**src/hw/rtl/bfbp_pkg.sv**
```systemverilog
package bfbp_pkg;

  localparam int DEF_MAX_BINS   = 64;
  localparam int DEF_SIZE_WIDTH = 16;

  // fixed field widths of the ports
  localparam int ITEM_W    = 16;
  localparam int IDX_OUT_W = 6;
  localparam int CNT_OUT_W = 7;

  localparam logic [ITEM_W-1:0] CAP_RESET = 16'd100;

  typedef enum logic [1:0] {
    ST_IDLE,
    ST_SCAN,
    ST_DECIDE
  } bfbp_state_t;

endpackage

```
**src/hw/rtl/bfbp_load_ram.sv**
```systemverilog
module bfbp_load_ram #(
  parameter int DEPTH  = bfbp_pkg::DEF_MAX_BINS,
  parameter int DATA_W = bfbp_pkg::DEF_SIZE_WIDTH,
  parameter int ADDR_W = (DEPTH > 1) ? $clog2(DEPTH) : 1
) (
  input  logic              clk,
  input  logic              wr_en,
  input  logic [ADDR_W-1:0] wr_addr,
  input  logic [DATA_W-1:0] wr_data,
  input  logic              rd_en,
  input  logic [ADDR_W-1:0] rd_addr,
  output logic [DATA_W-1:0] rd_data
);

  logic [DATA_W-1:0] mem [DEPTH];
  logic [DATA_W-1:0] rd_data_r;

  always_ff @(posedge clk) begin
    if (wr_en) begin
      mem[wr_addr] <= wr_data;
    end
  end

  always_ff @(posedge clk) begin
    if (rd_en) begin
      rd_data_r <= mem[rd_addr];
    end
  end

  assign rd_data = rd_data_r;

endmodule

```
**src/hw/rtl/best_fit_bin_packer.sv**
```systemverilog
// Online best-fit bin packer. Pulse start with in_item_size / in_start_new while busy is
// low; the block then scans the load of every open bin out of a single-port-read load
// memory, one bin per cycle, keeps the fullest bin that still fits, and writes back one
// load unless the item is dropped. The open bins scanned are counted after the
// in_start_new clear. The result appears for exactly one cycle on out_valid, in the
// cycle in which busy first reads low; there is no backpressure, so sample it then. A
// new item may be started in that same cycle. bin_capacity is written through
// cfg_valid/cfg_data (always ready); the user must write it only while the block is
// idle, the block itself does not enforce this; it resets to 100.
module best_fit_bin_packer #(
  parameter int MAX_BINS   = bfbp_pkg::DEF_MAX_BINS,
  parameter int SIZE_WIDTH = bfbp_pkg::DEF_SIZE_WIDTH
) (
  input  logic                              clk,
  input  logic                              rst_n,
  input  logic                              start,
  output logic                              busy,
  input  logic [bfbp_pkg::ITEM_W-1:0]       in_item_size,
  input  logic                              in_start_new,
  output logic                              out_valid,
  output logic [bfbp_pkg::IDX_OUT_W-1:0]    out_bin_index,
  output logic                              out_opened_new,
  output logic                              out_oversize,
  output logic                              out_dropped,
  output logic [bfbp_pkg::CNT_OUT_W-1:0]    out_bins_used,
  input  logic                              cfg_valid,
  output logic                              cfg_ready,
  input  logic [bfbp_pkg::ITEM_W-1:0]       cfg_data
);

  import bfbp_pkg::*;

  localparam int IDX_W = (MAX_BINS > 1) ? $clog2(MAX_BINS) : 1;
  localparam int CNT_W = $clog2(MAX_BINS + 1);
  localparam int SZ_W  = (SIZE_WIDTH < ITEM_W) ? SIZE_WIDTH : ITEM_W;
  localparam int CMP_W = ((SIZE_WIDTH > ITEM_W) ? SIZE_WIDTH : ITEM_W) + 1;

  bfbp_state_t state_r, state_nxt;

  logic [ITEM_W-1:0]     cap_r;
  logic [SZ_W-1:0]       size_r, size_nxt;
  logic [CNT_W-1:0]      open_cnt_r, open_cnt_nxt;
  logic [CNT_W-1:0]      addr_r, addr_nxt;
  logic                  pend_r, pend_nxt;
  logic [IDX_W-1:0]      pend_idx_r, pend_idx_nxt;
  logic                  found_r, found_nxt;
  logic [IDX_W-1:0]      best_r, best_nxt;
  logic [SIZE_WIDTH-1:0] best_load_r, best_load_nxt;

  logic                  out_valid_r, out_valid_nxt;
  logic [IDX_W-1:0]      out_idx_r, out_idx_nxt;
  logic                  out_opened_r, out_opened_nxt;
  logic                  out_over_r, out_over_nxt;
  logic                  out_drop_r, out_drop_nxt;

  logic                  accept;
  logic                  issue;
  logic                  fits;
  logic                  rd_en;
  logic                  wr_en;
  logic [IDX_W-1:0]      wr_addr;
  logic [SIZE_WIDTH-1:0] wr_data;
  logic [SIZE_WIDTH-1:0] rd_data;
  logic [31:0]           idx_ext;
  logic [31:0]           cnt_ext;

  bfbp_load_ram #(
    .DEPTH  (MAX_BINS),
    .DATA_W (SIZE_WIDTH),
    .ADDR_W (IDX_W)
  ) u_load_ram (
    .clk     (clk),
    .wr_en   (wr_en),
    .wr_addr (wr_addr),
    .wr_data (wr_data),
    .rd_en   (rd_en),
    .rd_addr (addr_r[IDX_W-1:0]),
    .rd_data (rd_data)
  );

  assign cfg_ready = 1'b1;
  assign busy      = (state_r != ST_IDLE);
  assign accept    = start && !busy;
  assign issue     = (state_r == ST_SCAN) && (addr_r < open_cnt_r);
  assign rd_en     = issue;
  assign fits      = (CMP_W'(rd_data) + CMP_W'(size_r)) <= CMP_W'(cap_r);

  always_ff @(posedge clk) begin
    if (!rst_n) begin
      cap_r <= CAP_RESET;
    end else if (cfg_valid && cfg_ready) begin
      cap_r <= cfg_data;
    end
  end

  always_ff @(posedge clk) begin
    if (!rst_n) begin
      state_r     <= ST_IDLE;
      open_cnt_r  <= '0;
      pend_r      <= 1'b0;
      out_valid_r <= 1'b0;
    end else begin
      state_r     <= state_nxt;
      open_cnt_r  <= open_cnt_nxt;
      pend_r      <= pend_nxt;
      out_valid_r <= out_valid_nxt;
    end
  end

  always_ff @(posedge clk) begin
    size_r       <= size_nxt;
    addr_r       <= addr_nxt;
    pend_idx_r   <= pend_idx_nxt;
    found_r      <= found_nxt;
    best_r       <= best_nxt;
    best_load_r  <= best_load_nxt;
    out_idx_r    <= out_idx_nxt;
    out_opened_r <= out_opened_nxt;
    out_over_r   <= out_over_nxt;
    out_drop_r   <= out_drop_nxt;
  end

  always_comb begin
    state_nxt      = state_r;
    size_nxt       = size_r;
    open_cnt_nxt   = open_cnt_r;
    addr_nxt       = addr_r;
    pend_nxt       = 1'b0;
    pend_idx_nxt   = addr_r[IDX_W-1:0];
    found_nxt      = found_r;
    best_nxt       = best_r;
    best_load_nxt  = best_load_r;
    out_valid_nxt  = 1'b0;
    out_idx_nxt    = out_idx_r;
    out_opened_nxt = out_opened_r;
    out_over_nxt   = out_over_r;
    out_drop_nxt   = out_drop_r;
    wr_en          = 1'b0;
    wr_addr        = best_r;
    wr_data        = best_load_r + SIZE_WIDTH'(size_r);

    case (state_r)
      ST_IDLE: begin
        if (accept) begin
          size_nxt  = in_item_size[SZ_W-1:0];
          addr_nxt  = '0;
          found_nxt = 1'b0;
          if (in_start_new) begin
            open_cnt_nxt = '0;
          end
          state_nxt = ST_SCAN;
        end
      end
      ST_SCAN: begin
        // issue one read per cycle, compare the load returned from the previous one
        if (issue) begin
          addr_nxt = addr_r + CNT_W'(1);
          pend_nxt = 1'b1;
        end
        if (pend_r && fits && (!found_r || rd_data > best_load_r)) begin
          found_nxt     = 1'b1;
          best_nxt      = pend_idx_r;
          best_load_nxt = rd_data;
        end
        // the last compare lands in the same edge that enters the decision
        if (!issue) begin
          state_nxt = ST_DECIDE;
        end
      end
      ST_DECIDE: begin
        out_valid_nxt  = 1'b1;
        out_over_nxt   = ITEM_W'(size_r) > cap_r;
        out_opened_nxt = 1'b0;
        out_drop_nxt   = 1'b0;
        if (found_r) begin
          wr_en       = 1'b1;
          out_idx_nxt = best_r;
        end else if (open_cnt_r < CNT_W'(MAX_BINS)) begin
          // open a new bin at the end, loaded with the item alone
          wr_en          = 1'b1;
          wr_addr        = open_cnt_r[IDX_W-1:0];
          wr_data        = SIZE_WIDTH'(size_r);
          out_idx_nxt    = open_cnt_r[IDX_W-1:0];
          out_opened_nxt = 1'b1;
          open_cnt_nxt   = open_cnt_r + CNT_W'(1);
        end else begin
          out_idx_nxt  = '0;
          out_drop_nxt = 1'b1;
        end
        state_nxt = ST_IDLE;
      end
      default: begin
        state_nxt = ST_IDLE;
      end
    endcase
  end

  assign idx_ext = 32'(out_idx_r);
  assign cnt_ext = 32'(open_cnt_r);

  assign out_valid      = out_valid_r;
  assign out_bin_index  = idx_ext[IDX_OUT_W-1:0];
  assign out_opened_new = out_opened_r;
  assign out_oversize   = out_over_r;
  assign out_dropped    = out_drop_r;
  assign out_bins_used  = cnt_ext[CNT_OUT_W-1:0];

  a_strobe_single: assert property (@(posedge clk) disable iff (!rst_n)
    out_valid_r |=> !out_valid_r)
    else $error("result strobe held for more than one cycle");

  a_idle_at_result: assert property (@(posedge clk) disable iff (!rst_n)
    out_valid_r |-> !busy)
    else $error("result shown while still busy");

  a_drop_exclusive: assert property (@(posedge clk) disable iff (!rst_n)
    out_valid_r |-> !(out_drop_r && out_opened_r))
    else $error("item both dropped and placed in a new bin");

  a_count_bound: assert property (@(posedge clk) disable iff (!rst_n)
    open_cnt_r <= CNT_W'(MAX_BINS))
    else $error("open bin count beyond capacity of load store");

  a_start_busy: assert property (@(posedge clk) disable iff (!rst_n)
    accept |=> busy && !out_valid_r)
    else $error("accepted transaction did not start a scan");

endmodule
```
**config.mk**
```make
export PLATFORM = sky130hd
export DESIGN_NAME = best_fit_bin_packer
export DESIGN_NICKNAME = d
export VERILOG_FILES = /design/src/hw/rtl/bfbp_pkg.sv /design/src/hw/rtl/bfbp_load_ram.sv /design/src/hw/rtl/best_fit_bin_packer.sv
export SDC_FILE = /design/constraint.sdc
export NUM_CORES = 1
export LEC_CHECK = 0
export BUFFER_PORTS_ARGS = -buffer_cell sky130_fd_sc_hd__buf_2
export CAP_MARGIN = 10
export CORE_MARGIN = 2
export CORE_UTILIZATION = 55
export CTS_CLUSTER_SIZE = 28
export DETAILED_ROUTE_END_ITERATION = 8
export PLACE_DENSITY = 0.74
export SYNTH_ARGS = -nofsm -noshare
export SYNTH_HDL_FRONTEND = slang
export SYNTH_HIERARCHICAL = 1
export SYNTH_SLANG_ARGS = --single-unit
```
**constraint.sdc**
```tcl
create_clock -name clk -period 5.56 [get_ports clk]
set_input_delay 1.112 -clock clk [delete_from_list [all_inputs] [get_ports clk]]
set_output_delay 1.112 -clock clk [all_outputs]
set_load 0.005 [all_outputs]
```
# Word level (Yosys, flattened, before mapping)
# Memories as Yosys holds them, arrays and structs flattened. A register that Yosys moved wholly into a read port is not among the register bits.
# Cells that the tools add are included.
# op_classes
addsub	4
reduce_logical	18
magnitude_cmp	5
muxes	30
eq_ne	9
# ops
operator	n
$mux 16	3
$mux 7	6
$gt 16x16->1	2
$mux 6	5
$pmux 7 s2	2
$add 16x16->17	1
$le 17x16->1	1
$add 16x16->16	1
$add 7x1->7 const B	2
$ne 2x2->1 const B	6
$mux 1	10
$reduce_and 2->1	4
$lt 7x7->1	1
$lt 7x7->1 const B	1
$reduce_and 3->1	2
$reduce_bool 2->1	3
$reduce_and 5->1	1
$logic_and 1x1->1	4
$mux 2	2
$pmux 2 s2	1
$eq 2x1->1 const B	1
$eq 2x2->1 const B	1
$logic_not 1->1	2
$logic_not 2->1	1
other kinds (3)	3
# word_totals
regBits	88
memories	1
out_inout_bits	19
elab_cells	82
ramBits	1024
# mem_list
name	words	word_bits	rd	rd_ports_with_merged_regs	wr	line_no	source
u_load_ram.mem	64	16	1	1	1	bfbp_load_ram.sv:15	logic [DATA_W-1:0] mem [DEPTH];

# Depth between registers and ports, before layout
# logic_depth
word_depth	6
ltp_mapped	19

# Cells and area by module
# The synthesis kept the hierarchy.
# by_module_without_submodules
module	seq_area_each_um2	instances	cells_each	area_per_inst_um2
bfbp_load_ram	31230.0	1	1829	40202.3
best_fit_bin_packer	2312.2	1	608	5894.4

# Worst setup path before layout
# OpenSTA, ideal clock, no wires.
# synth_path
kind	reg2reg
start	register size_r[0]
end	memory u_load_ram/mem[0][14] in the netlist's numbering, data pin
t_required_ns	4.840
setup_slack_ns	0.155
arrival_time_ns	4.685
n_path_buf	0
path_stages_with_launch	12
path_cell_list	edfxtp_1 -> ha_1 -> inv_1 -> fa_1 -> nor2b_1 -> o21a_1 -> o21ai_1 -> a21oi_1 -> o311a_1 -> o211a_1 -> o21a_1 -> o31ai_1
# synth_via
elab_chain_len	4
# synth_lines
item	line_no	source
start, declared	best_fit_bin_packer.sv:41	logic [SZ_W-1:0] size_r, size_nxt;
start signal, assigned	best_fit_bin_packer.sv:111	size_r <= size_nxt;
$add 16x16->16 *	best_fit_bin_packer.sv:140	wr_data = best_load_r + SIZE_WIDTH'(size_r);
$mux 16	best_fit_bin_packer.sv:178	end else if (open_cnt_r < CNT_W'(MAX_BINS)) begin
$mux 16	best_fit_bin_packer.sv:175	if (found_r) begin
$mux 16 *	best_fit_bin_packer.sv:142	case (state_r)
named net wr_data[14]	best_fit_bin_packer.sv:62	logic [SIZE_WIDTH-1:0] wr_data;
end, declared	bfbp_load_ram.sv:15	
# The timed path passes the listed nets; every way through them passes the cells marked *.

# Worst setup path in the final report
# layout_path
start	register u_load_ram.rd_data_r[0], in the netlist u_load_ram/rd_data[0] (read register of u_load_ram.mem)
end	register found_r (enable)
# layout_via
elab_chain_len	6
word_cells_on_any_way	8
cone_classes	1 x add/sub; 2 x order compare; 1 x eq/ne; 4 x reduce/logical
# layout_lines
item	line_no	source
start, declared	bfbp_load_ram.sv:16	logic [DATA_W-1:0] rd_data_r;
$add 16x16->17	best_fit_bin_packer.sv:86	assign fits = (CMP_W'(rd_data) + CMP_W'(size_r)) <= CMP_W'(cap_r);
$le 17x16->1	best_fit_bin_packer.sv:86	
$logic_and 1x1->1	best_fit_bin_packer.sv:160	if (pend_r && fits && (!found_r || rd_data > best_load_r)) begin
$logic_and 1x1->1 *	best_fit_bin_packer.sv:160	
$ne 2x1->1 (no source line) *	-	
$reduce_and 3->1 (no source line) *	-	
end signal, assigned	best_fit_bin_packer.sv:114	found_r <= found_nxt;
end, declared	best_fit_bin_packer.sv:46	logic found_r, found_nxt;
# Mark *: on every way between the ends. The rest lies on a longest branch, timed or not.
# A chain may end at the register's enable or synchronous reset.

==> results.json <==
{
  "cp.required_ns": 5.97,
  "use_met2": 0.412,
  "avgSynthCellArea_um2": 18.9,
  "syn-cell-area_um2": 46100,
  "synth_largest_area_cell": "edfxtp_1",
  "drtPass1Iterations": 5,
  "gp_congestion": 0.875,
  "hold_path_depth": 0,
  "finalSetupViolations": 0,
  "cts_tree": "built",
  "busiest_layer": "met2",
  "combPwrFrac": 0.114,
  "drv_cap": 0,
  "synth_top_cells_by_area": "edfxtp_1 71%, mux4_2 11%, ha_1 2.4%",
  "antenna_left": 0,
  "yosysTopAreaCellShare": 0.713,
  "rr_endpoint": "found_r",
  "fin_nets": 2744,
  "use_met1": 0.353,
  "cts.repair.resized": 0,
  "hold_ws_ns": 0.405,
  "outcome": "complete, no violations",
  "placed_area_um2": 48200,
  "insertion_delay_ns": 0.70,
  "yosys-top-cells-count": "1095 x edfxtp_1, 220 x mux4_2, 114 x nor2_1",
  "p_leak_nw": 17.0,
  "fin_setup_tns_ns": 0,
  "grt_start_max_net_pins": 74,
  "grt_overflow_total": 0,
  "wl_per_cell_um": 28.8,
  "htree_levels": 3,
  "io_pins": 56,
  "reg2reg_slack_ns": 1.31,
  "synth.most_common_cell": "edfxtp_1",
  "synth_cell_type_count": 73,
  "critPathKind": "reg2reg",
  "post-cts-setup-buffers": 0,
  "final-max-slew-violation-count": 0,
  "drc_errors": 0,
  "dpl.hpwl_um": 67700,
  "cts.clk_slew.worst_paths_ns": 0.06,
  "netSwitchingPower_w": 0.00459,
  "synth_ff_type": "edfxtp_1",
  "first_global_vias": 24700,
  "worstHoldEndpoint": "best_r[4]",
  "num_vias": 24200,
  "seqPwrFrac": 0.507,
  "core_um2": 83300,
  "drive_gt1_frac": 0.230,
  "ctsHoldBuffers": 0,
  "intPower_w": 0.0146,
  "die-area_um2": 86100,
  "stdcell_area_um2": 51700,
  "fin_crit_ns": 4.25,
  "die_w_um": 294,
  "synth_edf_count": 1095,
  "synth-seq-area-share": 0.728,
  "first_iter_violations": 3239,
  "postLayoutCoreUtil": 0.621,
  "worstHoldStart": "pend_idx_r[4]",
  "rr_worst_depth": 20,
  "wirelength_um": 109000,
  "cellPowerDensity_nw_per_um2": 371,
  "p_clk_frac": 0.379,
  "cts_sinks": 1128,
  "crit_fanout": 23,
  "timing.fmax_ghz": 0.235,
  "final-hold-violation-count": 0,
  "syn_inst": 2437,
  "cp-start-kind": "flop",
  "grt_first_pass_wirelength_um": 160000,
  "grt_usage": 0.256,
  "rr_startpoint": "u_load_ram/rd_data[0]",
  "irDropWorstVdd_mv": 0.288,
  "hp-class": "reg2reg",
  "yosysWarnings": 6,
  "switching_share": 0.239,
  "rsz0062_at_grt": "false",
  "num_rows": 106,
  "crit_path_end_kind": "flop",
  "worstPathArrival_ns": 4.65,
  "clock_path_buffers": 3,
  "power_w": 0.0192,
  "clock-skew-final_ns": 0.0380,
  "area_growth_pct": 12.2,
  "met3_usage": 0.0472,
  "die_y_um": 294,
  "slew_headroom": 0.217,
  "worst_pin_slew_ns": 1.17,
  "cts-root-buf": "clkbuf_16",
  "io_buffers": 54,
  "synth.ff_latch_count": 1128,
  "cts_buffers": 108,
  "viasPerCell": 6.41,
  "antenna_found_initial": 6,
  "start_util": 0.553,
  "synth_fp_nets": 2563,
  "fin_crit_sh": 0.764,
  "synthArstFlopShare": 0
}
-- power groups by stage --
stage          registers [W]  clock network [W]  logic, W
6_report             0.00973            0.00727   0.00218
4_1_cts              0.00973            0.00735   0.00217
3_5_place_dp         0.00991                  0   0.00216
3_3_place_gp         0.00990                  0   0.00210
2_1_floorplan        0.00990                  0   0.00144
5_1_grt              0.00973            0.00767   0.00233
-- stage by stage --
step	std cells	worst slack, ns
floorplan	2437	0.155
global placement	3587	1.35
detailed placement	3587	1.36
CTS	3779	1.29
global route	3780	0.950
finish	3784	1.31
-- worst max-delay path, cell delays in order (launching register included) --
cell and delay (ns):
edfxtp_1 0.39, ha_1 0.19, inv_1 0.06, fa_1 0.39
nor2b_1 0.13, o21a_2 0.14, o21ai_2 0.07, a211o_1 0.30
and3_4 0.16, or2_4 0.25, xnor2_1 0.12, ha_1 0.29
nand4_1 0.11, nor2_1 0.07, o31ai_1 0.07, o2111ai_1 0.15
o211a_1 0.14, o31ai_1 0.22, o311a_1 0.21, buf_4 0.33
or2_1 0.16
-- registers in the layout, indices dropped and copies added (netlist names), 7 cells and up --
name                count
cap_r                  16
addr_r                  7
u_load_ram/mem       1024
out_bins_used           7
best_load_r            16
u_load_ram/rd_data     16
size_r                 16
-- final cells by class --
class / count / area [µm²]
Timing Repair Buffer: 188 / 1360
Multi-Input combinational cell: 1136 / 11800
Clock inverter: 64 / 734
Sequential cell: 1128 / 33500
Tap cell: 1080 / 1350
Inverter: 56 / 210
Fill cell: 5593 / 31600
Clock buffer: 128 / 2780
Antenna cell: 4 / 10.0
-- worst max path at each step --
| stage | startpoint | end | slack [ns] | cells past startpoint |
|---|---|---|---|---|
| after CTS | size_r[1] | found_r | 1.29 | 19 |
| after floorplan | size_r[0] | u_load_ram/mem[0][14] | 0.16 | 11 |
| after global routing | u_load_ram/rd_data[0] | found_r | 0.95 | 20 |
| after global placement | size_r[0] | found_r | 1.35 | 20 |
| after detailed placement | size_r[0] | found_r | 1.36 | 20 |
| final | u_load_ram/rd_data[0] | found_r | 1.31 | 20 |
-- metal layers --
layer | share of wire | vias up
li1 | - | 10200
met1 | 0.38 | 12500
met2 | 0.48 | 1302
met3 | 0.097 | 229
met4 | 0.038 | 4
met5 | 0.00025 | -
-- cells by family (layout without fill, tap and decap cells) --
kind of cell    Yosys count  after routing  synth area share
other cells               1              5         0.0000814
mux                     350            350             0.138
compound gates          268            268            0.0401
flops                  1128           1128             0.728
fa+ha+maj                89             89            0.0245
buf+inv                 173            436            0.0216
xor+xnor                 35             35           0.00665
simple gates            393            393            0.0415
-- cells in the final DEF, fill, tap and decap left out, types with 10 or more instances in the layout --
master / netlist / final
a22oi_1: 39 / 39
mux2_2: 27 / 27
a21o_1: 19 / 19
nand4_1: 23 / 23
nor2b_1: 53 / 53
bufinv_16: 0 / 12
buf_4: 14 / 128
a21oi_1: 60 / 53
xor2_1: 10 / 10
a31oi_1: 13 / 13
edfxtp_1: 1095 / 1095
nand3_1: 39 / 39
ha_1: 87 / 87
clkinv_1: 0 / 23
o21a_1: 10 / 10
mux2i_1: 99 / 99
xnor2_1: 25 / 24
nor2_1: 114 / 112
clkbuf_1: 35 / 20
nand2b_1: 10 / 10
buf_2: 37 / 54
dfxtp_1: 33 / 33
clkinv_2: 0 / 16
o21ai_0: 33 / 27
mux4_2: 220 / 220
inv_1: 56 / 56
clkbuf_16: 0 / 108
a221oi_1: 16 / 16
o31ai_1: 12 / 10
nand2_1: 103 / 103
Power figures use the tool's default switching activity.
